--- src/sv/bsdc_pkg.sv ---
// Package for the single/double click detector.
// Holds widths, reset values, event codes and the saturating timer increment.
// No dependencies.
package bsdc_pkg;

  localparam int unsigned TimerW = 16;
  localparam int unsigned WinW   = 8;
  localparam int unsigned CountW = 2;

  localparam logic [WinW-1:0]   WinReset    = 8'd50;
  localparam logic [CountW-1:0] CountNone   = 2'd0;
  localparam logic [CountW-1:0] CountSingle = 2'd1;
  localparam logic [CountW-1:0] CountDouble = 2'd2;

  typedef enum logic [1:0] {
    EvNone   = 2'd0,
    EvSingle = 2'd1,
    EvDouble = 2'd2
  } click_e;

  // One step handed to the core: advance strobe plus the sampled key level.
  typedef struct packed {
    logic en;
    logic key_level;
  } step_t;

  function automatic logic [TimerW-1:0] sat_inc(input logic [TimerW-1:0] v);
    sat_inc = (v == {TimerW{1'b1}}) ? v : v + {{(TimerW-1){1'b0}}, 1'b1};
  endfunction

endpackage

--- src/sv/bsdc_if.sv ---
// Valid/ready channel interfaces for the click detector.
// Key sample channel and click event channel; no dependencies.
interface bsdc_key_if;
  logic valid;
  logic ready;
  logic key_level;

  modport source (output valid, output key_level, input ready);
  modport sink   (input valid, input key_level, output ready);
endinterface

interface bsdc_evt_if;
  logic       valid;
  logic       ready;
  logic [1:0] click_event;

  modport source (output valid, output click_event, input ready);
  modport sink   (input valid, input click_event, output ready);
endinterface

--- src/sv/bsdc_core.sv ---
// Click classification core: press/edge flags, press count and both timers.
// Uses bsdc_pkg.
module bsdc_core
  import bsdc_pkg::*;
(
  input  logic            clk_i,
  input  logic            rst_ni,
  input  step_t           step_i,
  input  logic [WinW-1:0] window_i,
  output click_e          event_o
);

  logic              press_seen_q, press_seen_d;
  logic              edge_counted_q, edge_counted_d;
  logic [CountW-1:0] press_count_q, press_count_d;
  logic [TimerW-1:0] window_timer_q, window_timer_d;
  logic [TimerW-1:0] hold_timer_q, hold_timer_d;

  logic              pressed;
  logic              done;
  logic [TimerW-1:0] win_ext;
  click_e            ev;

  assign win_ext = {{(TimerW-WinW){1'b0}}, window_i};

  always_comb begin
    pressed        = ~step_i.key_level;
    hold_timer_d   = pressed ? sat_inc(hold_timer_q) : '0;
    press_seen_d   = press_seen_q | pressed;
    edge_counted_d = edge_counted_q;
    press_count_d  = press_count_q;
    window_timer_d = window_timer_q;
    ev             = EvNone;
    done           = 1'b0;

    // new press counted once; second one is a double click
    if (!edge_counted_q) begin
      if (press_seen_d) begin
        press_count_d  = press_count_d + CountSingle;
        edge_counted_d = 1'b1;
      end
      if (press_count_d == CountDouble) begin
        press_count_d  = CountNone;
        window_timer_d = '0;
        ev             = EvDouble;
        done           = 1'b1;
      end
    end

    if (!done) begin
      if (!pressed) begin
        press_seen_d   = 1'b0;
        edge_counted_d = 1'b0;
      end
      if (press_count_d == CountSingle) begin
        window_timer_d = sat_inc(window_timer_d);
        if ((window_timer_d > win_ext) && (hold_timer_d < win_ext)) begin
          press_count_d  = CountNone;
          window_timer_d = '0;
          ev             = EvSingle;
        end else if (hold_timer_d > win_ext) begin
          // long hold drops the pending click
          press_count_d  = CountNone;
          window_timer_d = '0;
        end
      end
    end
  end

  assign event_o = ev;

  always_ff @(posedge clk_i or negedge rst_ni) begin
    if (!rst_ni) begin
      press_seen_q   <= 1'b0;
      edge_counted_q <= 1'b0;
      press_count_q  <= CountNone;
      window_timer_q <= '0;
      hold_timer_q   <= '0;
    end else if (step_i.en) begin
      press_seen_q   <= press_seen_d;
      edge_counted_q <= edge_counted_d;
      press_count_q  <= press_count_d;
      window_timer_q <= window_timer_d;
      hold_timer_q   <= hold_timer_d;
    end
  end

  // count never rests at double; it is consumed on the same tick
  a_count_below_double: assert property (@(posedge clk_i) disable iff (!rst_ni)
    press_count_q != CountDouble)
    else $error("press count resting at double");

  a_double_clears_window: assert property (@(posedge clk_i) disable iff (!rst_ni)
    step_i.en && (ev == EvDouble) |=> (window_timer_q == '0) && (press_count_q == CountNone))
    else $error("double click did not clear window state");

endmodule

--- src/sv/button_single_double_click_detector_top.sv ---
// Top level of the single/double click detector.
// Uses bsdc_pkg, bsdc_if.sv (bsdc_key_if, bsdc_evt_if) and bsdc_core.
//
// One key sample beat is one tick. The block takes a beat every clock cycle
// and returns exactly one click event beat for each (none, single, double).
// A beat goes into an input register and is classified by the core's
// combinational logic on its way into the output register. The output and
// input registers advance together whenever the output is empty or being
// taken, so the rate is one beat per cycle; only back-pressure on the event
// channel slows it. click_window (reset 50) is written through
// cfg_we_i/cfg_wdata_i; the user must do so only while no beat is in flight,
// as the block does not enforce it. It is both the single-click wait in ticks
// and the hold length that cancels a pending click. Timers saturate at 65535.
module button_single_double_click_detector_top
  import bsdc_pkg::*;
(
  input  logic               clk_i,
  input  logic               rst_ni,
  bsdc_key_if.sink           key_i,
  bsdc_evt_if.source         evt_o,
  input  logic               cfg_we_i,
  input  logic [WinW-1:0]    cfg_wdata_i
);

  logic            in_v_q;
  logic            key_q;
  logic            out_v_q;
  click_e          evt_q;
  logic [WinW-1:0] win_q;
  logic            advance;
  step_t           step;
  click_e          core_ev;

  // window register
  always_ff @(posedge clk_i or negedge rst_ni) begin
    if (!rst_ni) begin
      win_q <= WinReset;
    end else if (cfg_we_i) begin
      win_q <= cfg_wdata_i;
    end
  end

  // input stage moves into the output stage when the output slot frees up
  assign advance     = in_v_q & (~out_v_q | evt_o.ready);
  assign key_i.ready = ~in_v_q | advance;

  always_ff @(posedge clk_i or negedge rst_ni) begin
    if (!rst_ni) begin
      in_v_q <= 1'b0;
    end else if (key_i.ready) begin
      in_v_q <= key_i.valid;
    end
  end

  always_ff @(posedge clk_i) begin
    if (key_i.valid && key_i.ready) begin
      key_q <= key_i.key_level;
    end
  end

  assign step.en        = advance;
  assign step.key_level = key_q;

  bsdc_core u_core (
    .clk_i    (clk_i),
    .rst_ni   (rst_ni),
    .step_i   (step),
    .window_i (win_q),
    .event_o  (core_ev)
  );

  // result register
  always_ff @(posedge clk_i or negedge rst_ni) begin
    if (!rst_ni) begin
      out_v_q <= 1'b0;
    end else if (advance) begin
      out_v_q <= 1'b1;
    end else if (evt_o.ready) begin
      out_v_q <= 1'b0;
    end
  end

  always_ff @(posedge clk_i) begin
    if (advance) begin
      evt_q <= core_ev;
    end
  end

  assign evt_o.valid       = out_v_q;
  assign evt_o.click_event = evt_q;

  a_advance_fills_output: assert property (@(posedge clk_i) disable iff (!rst_ni)
    advance |=> out_v_q)
    else $error("classified beat lost before output register");

  a_held_input_kept: assert property (@(posedge clk_i) disable iff (!rst_ni)
    in_v_q && !advance |=> in_v_q && $stable(key_q))
    else $error("stalled input beat dropped or changed");

endmodule
--- src/flat_wrapper.sv ---
// flat-port wrapper written by rule: the top's interface ports become plain ports
module button_single_double_click_detector_top_flat import bsdc_pkg::*;
  (clk_i, rst_ni, cfg_we_i, cfg_wdata_i, key_i_valid, key_i_key_level, key_i_ready, evt_o_valid, evt_o_click_event, evt_o_ready);
  bsdc_key_if key_i_i ();
  bsdc_evt_if evt_o_i ();
  input  logic clk_i;
  input  logic rst_ni;
  input  logic cfg_we_i;
  input  logic [WinW-1:0] cfg_wdata_i;
  input wire logic [$bits(key_i_i.valid)-1:0] key_i_valid;
  input wire logic [$bits(key_i_i.key_level)-1:0] key_i_key_level;
  output wire logic [$bits(key_i_i.ready)-1:0] key_i_ready;
  output wire logic [$bits(evt_o_i.valid)-1:0] evt_o_valid;
  output wire logic [$bits(evt_o_i.click_event)-1:0] evt_o_click_event;
  input wire logic [$bits(evt_o_i.ready)-1:0] evt_o_ready;
  assign key_i_i.valid = key_i_valid;
  assign key_i_i.key_level = key_i_key_level;
  assign key_i_ready = key_i_i.ready;
  assign evt_o_valid = evt_o_i.valid;
  assign evt_o_click_event = evt_o_i.click_event;
  assign evt_o_i.ready = evt_o_ready;
  button_single_double_click_detector_top u_core (.clk_i(clk_i), .rst_ni(rst_ni), .key_i(key_i_i), .evt_o(evt_o_i), .cfg_we_i(cfg_we_i), .cfg_wdata_i(cfg_wdata_i));
endmodule
--- config.mk ---
export PLATFORM = sky130hd
export DESIGN_NAME = button_single_double_click_detector_top_flat
export DESIGN_NICKNAME = d
export VERILOG_FILES = /design/src/sv/bsdc_pkg.sv /design/src/sv/bsdc_if.sv /design/src/sv/bsdc_core.sv /design/src/sv/button_single_double_click_detector_top.sv /design/src/flat_wrapper.sv
export SDC_FILE = /design/constraint.sdc
export NUM_CORES = 1
export LEC_CHECK = 0
export BUFFER_PORTS_ARGS = -buffer_cell sky130_fd_sc_hd__buf_2
export CORE_ASPECT_RATIO = 1.1
export CORE_MARGIN = 4
export CORE_UTILIZATION = 35
export CTS_CLUSTER_DIAMETER = 40
export CTS_CLUSTER_SIZE = 30
export DETAILED_ROUTE_END_ITERATION = 8
export GPL_TIMING_DRIVEN = 0
export PLACE_DENSITY = 0.6
export SYNTH_ARGS = -nofsm -noshare
export SYNTH_HDL_FRONTEND = slang
export SYNTH_SLANG_ARGS = --single-unit
--- constraint.sdc ---
create_clock -name clk_i -period 8 [get_ports clk_i]
set_clock_uncertainty 0.15 [all_clocks]
set_input_delay 2.4 -clock clk_i [delete_from_list [all_inputs] [get_ports clk_i]]
set_output_delay 2.4 -clock clk_i [all_outputs]
set_load 0.05 [all_outputs]
==> impl_metrics.yaml, run 1 <==
outcome:
  status: "completed"
routing:
  drtIter0Drc: 121
  routed_via_density: 5.529
  highest_layer: "met4"
  dr_wl_met3_um: 353
  wirelength_mm: 8.029
  m1WireLength_mm: 3.703
  vias: 3002
  dr_wl_met2_mm: 3.877
  firstDrtPassIters: 4
  ant_nets: 0
  wl_per_cell_um: 14.79
  drc: 0
placed_design:
  place.gp.congestion: 0.8307
  pre_cts_ws_ns: 1.892
  place_inst: 535
  hpwl_mm: 5.864
  io_buffers: 17
  place_area_sq_um: 3596
finish:
  fin_area_sq_um: 3690
  final_cell_count_no_fill: 543
  area.growth.synth_to_final_pct: 9.669
  layout-drive-gt1-share_pct: 10.56
  antennaDiodeCount: 0
  layout.nets: 457
  nFillCells: 965
critical_path:
  reg2reg_depth: 26
  crit_path_start_kind: "register"
  cp_max_fo: 10
  worstSetupEndpointType: "register"
  r2r-end: "u_core.u_core.window_timer_q[9]"
  crit_type: "register to register"
  cp.required_ns: 8.08
  crit_arrival_ns: 6.27
  rr_startpoint: "u_core.key_q"
  reg2reg_slack_ns: 1.81
  critical_path.startpoint: "u_core.key_q"
timing:
  setup_ws_ns: 1.810
  hold_viol: 0
  setup_viol: 0
  layout_worst_path_cycle_share_pct: 77.38
  finalSetupTns_ns: 0
  period_needed_ns: 6.190
  worstMarginPinSlew_ns: 1.051
  slew_headroom_pct: 29.95
  drv_slew: 0
  rsz0062_at_grt: "no"
  max_freq_mhz: 161.5
clocking:
  root_buffer: "clkbuf_8"
  clk_latency_ns: 0.30
  cts_sinks: 49
  clk_pin_slew_ns: 0.10
  cts_resized: 0
  clock_path_buffers: 2
  htree_levels: 2
  hold_buffers: 0
  cts_inserted_buffers: 5
  cts_tree: "built"
  post_cts_buffers: 0
die:
  die_w_um: 101.5
  die_h_um: 110.8
  io_pins: 18
  core_sq_um: 9351
  initial_core_util_pct: 35.98
  die-area_sq_um: 11250
  rows: 37
logic_synthesis:
  synth_warnings: 0
  seq_area_frac_synth_pct: 37.00
  syn_avg_cell_area_sq_um: 8.390
  synth.area.top_cells: "dfrtp_1, ha_1, nand2_1"
  synthTopCellsByCount: "nand2_1, dfrtp_1, a21oi_1"
  netlist_instances: 401
  yosysMostFrequentCell: "nand2_1"
  yosysUniqueCellTypes: 58
  synth_seq_cells: 49
  syn-cell-area_sq_um: 3364
  synth_nets: 433
  yosysTopAreaCellShare_pct: 31.98
  async_flop_share_pct: 93.88
  synth_top_cell_by_area: "dfrtp_1"
  synth-main-ff-cell: "dfrtp_1"
  synth_edf_count: 3
power_and_ir_drop:
  switching_share_pct: 37.78
  comb_power_share_pct: 35.9
  ir_worst_vdd_mv: 0.07713
  pwr-share-clk_pct: 21.5
  p_leak_nw: 1.529
  internal-power_uw: 445.3
  p_seq_share_pct: 42.6
  finalPower_uw: 715.8
  switchingPower_uw: 270.4
  powerDensity_nw_per_um2: 194.0
min_path:
  hp-class: "register to register"
  hold_path_depth: 1
  min_to: "u_core.evt_o.valid"
  holdCritStartpoint: "u_core.in_v_q"
grt:
  grt_max_degree: 47
  grt_pass1_wl_mm: 13.68
  antenna_found_initial: 0
  track_usage_pct: 14.84
  grt_pass1_vias: 2838
  grt_overflow: 0
flow_run:
  maxCapViolations: 0
[per-stage QoR]
stage | utilization (%) | hold slack (ns)
2_1_floorplan | - | 0.3072
3_5_place_dp | 38.45 | 0.3382
3_3_place_gp | 38.45 | 0.3250
6_report | 39.46 | 0.3589
5_1_grt | 39.46 | 0.3920
4_1_cts | 39.46 | 0.3619
[cell families after synthesis]
family / after synthesis / synth area share (%)
AND/OR/NAND/NOR: 172 / 25.73
AO/OA/AOI/OAI: 97 / 18.93
flip-flops: 49 / 37.00
buffers and inverters: 39 / 4.463
XOR/XNOR: 18 / 4.686
adder cells (fa/ha/maj): 18 / 6.694
multiplexers: 8 / 2.492
[area by class of cell]
cell class	instances	area, sq um	share of cell area (%)
repair buffers	17	85.08	2.306
clock inverters	1	7.507	0.2035
plain buffers	19	75.07	2.035
clock buffers	7	86.33	2.340
flip-flops and latches	49	1245	33.74
inverters	20	75.07	2.035
multi-input cells	313	1969	53.37
well taps	117	146.4	3.967
[sequential cells by signal (all words and copies together) (netlist names)]
| name | cells |
|---|---|
| u_core.u_core.press_seen_q | 1 |
| u_core.u_core.press_count_q | 2 |
| u_core.in_v_q | 1 |
| u_core.evt_o.valid | 1 |
| u_core.evt_o.click_event | 2 |
| u_core.key_q | 1 |
| u_core.u_core.edge_counted_q | 1 |
| u_core.u_core.hold_timer_q | 16 |
| u_core.win_q | 8 |
| u_core.u_core.window_timer_q | 16 |
[power groups by stage]
stage          logic [mW]  clock network [mW]  registers [mW]
2_1_floorplan       0.188                   0           0.309
3_3_place_gp        0.253                   0           0.308
3_5_place_dp        0.257                   0           0.309
4_1_cts             0.259               0.162           0.304
5_1_grt             0.295               0.172           0.310
6_report            0.257               0.154           0.305
[how the worst max path moves through the flow]
stage / slack, ns / end / depth (start not counted)
finish: 1.81 / u_core.u_core.window_timer_q[9] / 26
global route: 1.30 / u_core.u_core.window_timer_q[8] / 26
CTS: 1.84 / u_core.u_core.window_timer_q[9] / 26
detailed placement: 1.89 / u_core.u_core.window_timer_q[9] / 25
global placement: 1.93 / u_core.u_core.window_timer_q[9] / 26
floorplan: 2.57 / key_i_ready / 1
[worst max-delay path, cell delays in order (launching register included)]
cell	delay (ns)
edfxtp_1	0.33
buf_2	0.21
and2b_1	0.24
mux2i_1	0.25
or2_2	0.15
clkbuf_1	0.38
nand2_1	0.18
inv_1	0.09
ha_1	0.21
nand2_1	0.13
or3_1	0.46
or4_1	0.41
clkbuf_1	0.19
nand3_1	0.27
nor3_1	0.10
xnor2_1	0.13
nor2_1	0.15
ha_1	0.27
nand2_1	0.10
a21oi_1	0.05
a221o_1	0.32
o31ai_1	0.13
and4bb_1	0.28
o21ai_2	0.10
a21oi_1	0.49
a31oi_1	0.17
a21oi_1	0.17
[metal layers]
layer | track usage, % | vias to the layer above
li1 | - | 1505
met1 | 19.89 | 1422
met2 | 24.13 | 71
met3 | 2.517 | 4
met4 | 4.610 | 0
met5 | 0 | -
[cell usage in the layout (no fill, tap or decap), types with 3 or more instances in the layout]
cell	n
o21ai_1	3
mux2i_1	5
nand3_1	24
xor2_1	6
dfstp_2	3
and2_1	4
or3_1	5
clkbuf_8	6
or2_2	6
and3_1	5
o211ai_1	3
mux2_2	3
nand2_1	58
nand4_1	10
inv_1	19
a211oi_1	5
ha_1	18
a21oi_1	25
nor2b_1	3
dfrtp_1	43
edfxtp_1	3
clkbuf_1	17
a41oi_1	5
nor3_1	13
nor2_1	22
xnor2_1	12
nand2b_1	3
nor4_1	5
a31oi_1	8
o21ai_0	22
nand3b_1	3
a22o_1	8
buf_2	19
Note: power is estimated with default switching activity, not from simulation.
==> run 2: changes to the inputs <==
--- a/config.mk
+++ b/config.mk
@@ -13,7 +13,7 @@
 export CTS_CLUSTER_SIZE = 30
 export DETAILED_ROUTE_END_ITERATION = 8
 export GPL_TIMING_DRIVEN = 0
-export PLACE_DENSITY = 0.6
+export PLACE_DENSITY = 0.61
 export SYNTH_ARGS = -nofsm -noshare
 export SYNTH_HDL_FRONTEND = slang
 export SYNTH_SLANG_ARGS = --single-unit
==> constraint.sdc (replaced) <==
create_clock -name clk_i -period 5 [get_ports clk_i]
set_clock_uncertainty 0.15 [all_clocks]
set_input_delay 1.5 -clock clk_i [delete_from_list [all_inputs] [get_ports clk_i]]
set_output_delay 1.5 -clock clk_i [all_outputs]
set_load 0.05 [all_outputs]
==> impl_metrics.yaml, run 2 (same netlist as run 1, synthesis figures left out) <==
routing:
  wirelength_mm: 8.878
  ant_nets: 0
  firstDrtPassIters: 4
  drtIter0Drc: 121
  routed_via_density: 5.691
  vias: 3204
  wl_per_cell_um: 15.77
  drc: 0
finish:
  layout_commonest_cell: "nand2_1"
  utilization_pct: 43.02
  layout-drive-gt1-share_pct: 20.18
  nFillCells: 928
  final-seq-area_sq_um: 1245
  final_cell_count_no_fill: 563
  multiInputGateArea_sq_um: 2120
  antennaDiodeCount: 0
  area.growth.synth_to_final_pct: 19.56
  layout_common_cells: "nand2_1, dfrtp_1, nand3_1, nor2_1, a21oi_1"
  reg_top3: "u_core.u_core.hold_timer_q x16, u_core.u_core.window_timer_q x16, u_core.win_q x8"
  layout.nets: 477
timing:
  rsz0062_at_grt: "yes"
  max_freq_mhz: 194.5
  worstMarginPinSlew_ns: 1.060
  setup_viol: 11
  finalSetupTns_ns: -0.6659
  setup_ws_ns: -0.1405
  slew_headroom_pct: 29.31
  layout_worst_path_cycle_share_pct: 102.8
  drv_slew: 0
  period_needed_ns: 5.140
  hold_viol: 0
grt:
  grt_pass1_wl_mm: 15.17
  track_usage_pct: 16.40
  grt_pass1_vias: 3053
  grt_max_degree: 47
  grt_overflow: 0
  antenna_found_initial: 0
min_path:
  min_to: "u_core.evt_o.valid"
  hold_path_depth: 1
  holdCritStartpoint: "u_core.in_v_q"
  hp-class: "register to register"
outcome:
  status: "finished with violations"
  violations: "setup timing"
critical_path:
  path_cells: "and2b_2, mux2i_2, or2_4, and2_4, ha_4, nand2_4, or3_4, or4_4, nand4_1, xor2_1, nor2_1, ha_1, o21ai_1, a21oi_1, a221o_1, o31ai_4, and4bb_1, o21ai_4, a21oi_4, or4b_4, o21ai_2"
  path_buf_inv: 0
  reg2reg_slack_ns: -0.14
  crit_type: "register to register"
  reg2reg_depth: 21
  cp.required_ns: 5.10
  max_stage_delay_ns: 0.57
  crit_path_top_delay_cell: "or4_4"
  r2r-end: "u_core.u_core.window_timer_q[13]"
  crit_arrival_ns: 5.24
  cp.depth: 21
  worstSetupEndpointType: "register"
  cp_top_family: "simple AND/OR/NAND/NOR gates"
  critical_path.startpoint: "u_core.key_q"
  rr_startpoint: "u_core.key_q"
  crit_path_start_kind: "register"
  cp_max_fo: 5
power_and_ir_drop:
  p_seq_share_pct: 38.3
  powerDensity_nw_per_um2: 321.2
  comb_power_share_pct: 42.9
  ir_worst_vdd_mv: 0.1266
  finalPower_mw: 1.292
  switching_share_pct: 39.11
  internal-power_uw: 786.7
  pwr-share-clk_pct: 18.7
  p_leak_nw: 1.667
  switchingPower_uw: 505.3
clocking:
  htree_levels: 2
  clk_pin_slew_ns: 0.10
  clock_path_buffers: 2
  cts_inserted_buffers: 5
  clk_latency_ns: 0.32
  cts_sinks: 49
  root_buffer: "clkbuf_8"
  cts_tree: "built"
placed_design:
  pre_cts_ws_ns: -0.6810
  hpwl_mm: 6.087
  io_buffers: 17
  place_inst: 535
  place.gp.congestion: 0.8358
die:
  rows: 37
  io_pins: 18
  die_h_um: 110.8
  initial_core_util_pct: 35.98
  die_w_um: 101.5
  die-area_sq_um: 11250
  core_sq_um: 9351
flow_run:
  maxCapViolations: 0
## run 2: worst max-delay path by stage
stage and end:
6_report u_core.u_core.window_timer_q[13], 5_1_grt u_core.u_core.window_timer_q[13], 4_1_cts u_core.u_core.window_timer_q[13], 3_5_place_dp u_core.u_core.window_timer_q[12], 3_3_place_gp u_core.u_core.window_timer_q[9], 2_1_floorplan u_core.u_core.window_timer_q[13]
## run 2: repair_timing
item	CTS	global route
resized for setup	28	19
setup buffers	17	7
pin swaps	15	20
hold buffers	0	0
setup endpoints to repair	18	17
hold endpoints to repair	0	0
## run 2: worst reg2reg max path, stage by stage, from the launching register on
cell and delay [ns]:
edfxtp_1 0.45, and2b_2 0.25, mux2i_2 0.21, or2_4 0.21, and2_4 0.17, ha_4 0.14, nand2_4 0.05, or3_4 0.40
or4_4 0.57, nand4_1 0.14, xor2_1 0.14, nor2_1 0.08, ha_1 0.33, o21ai_1 0.15, a21oi_1 0.08, a221o_1 0.36
o31ai_4 0.09, and4bb_1 0.28, o21ai_4 0.08, a21oi_4 0.20, or4b_4 0.48, o21ai_2 0.06
## run 2: power groups by stage
| stage | clock network [mW] | logic [mW] | registers, mW |
|---|---|---|---|
| floorplan | 0 | 0.304 | 0.494 |
| global placement | 0 | 0.408 | 0.493 |
| detailed placement | 0 | 0.418 | 0.495 |
| CTS | 0.251 | 0.527 | 0.491 |
| global route | 0.268 | 0.619 | 0.501 |
| finish | 0.242 | 0.555 | 0.495 |
## run 2: cell type report
class	count	area share [%]
multi-input combinational	313	52.69
sequential	49	30.95
timing repair buffer	40	6.874
tap	117	3.639
inverter	20	1.866
clock buffer	6	1.804
buffer	16	1.804
clock inverter	2	0.3733
## run 2: per-stage QoR
step / hold slack (ns) / cell area, sq um
finish: 0.3600 / 4023
global route: 0.4036 / 4023
CTS: 0.3645 / 3961
detailed placement: 0.3397 / 3615
global placement: 0.3234 / 3615
floorplan: 0.3072 / 3383
## run 2: routing by layer
| metal | track usage, % | routed length (um) | part of all wire (%) |
|---|---|---|---|
| met1 | 21.92 | 3849 | 43 |
| met2 | 27.14 | 4528 | 51 |
| met3 | 2.140 | 359 | 4.0 |
| met4 | 5.230 | 140 | 1.6 |
| met5 | 0 | 0 | 0 |
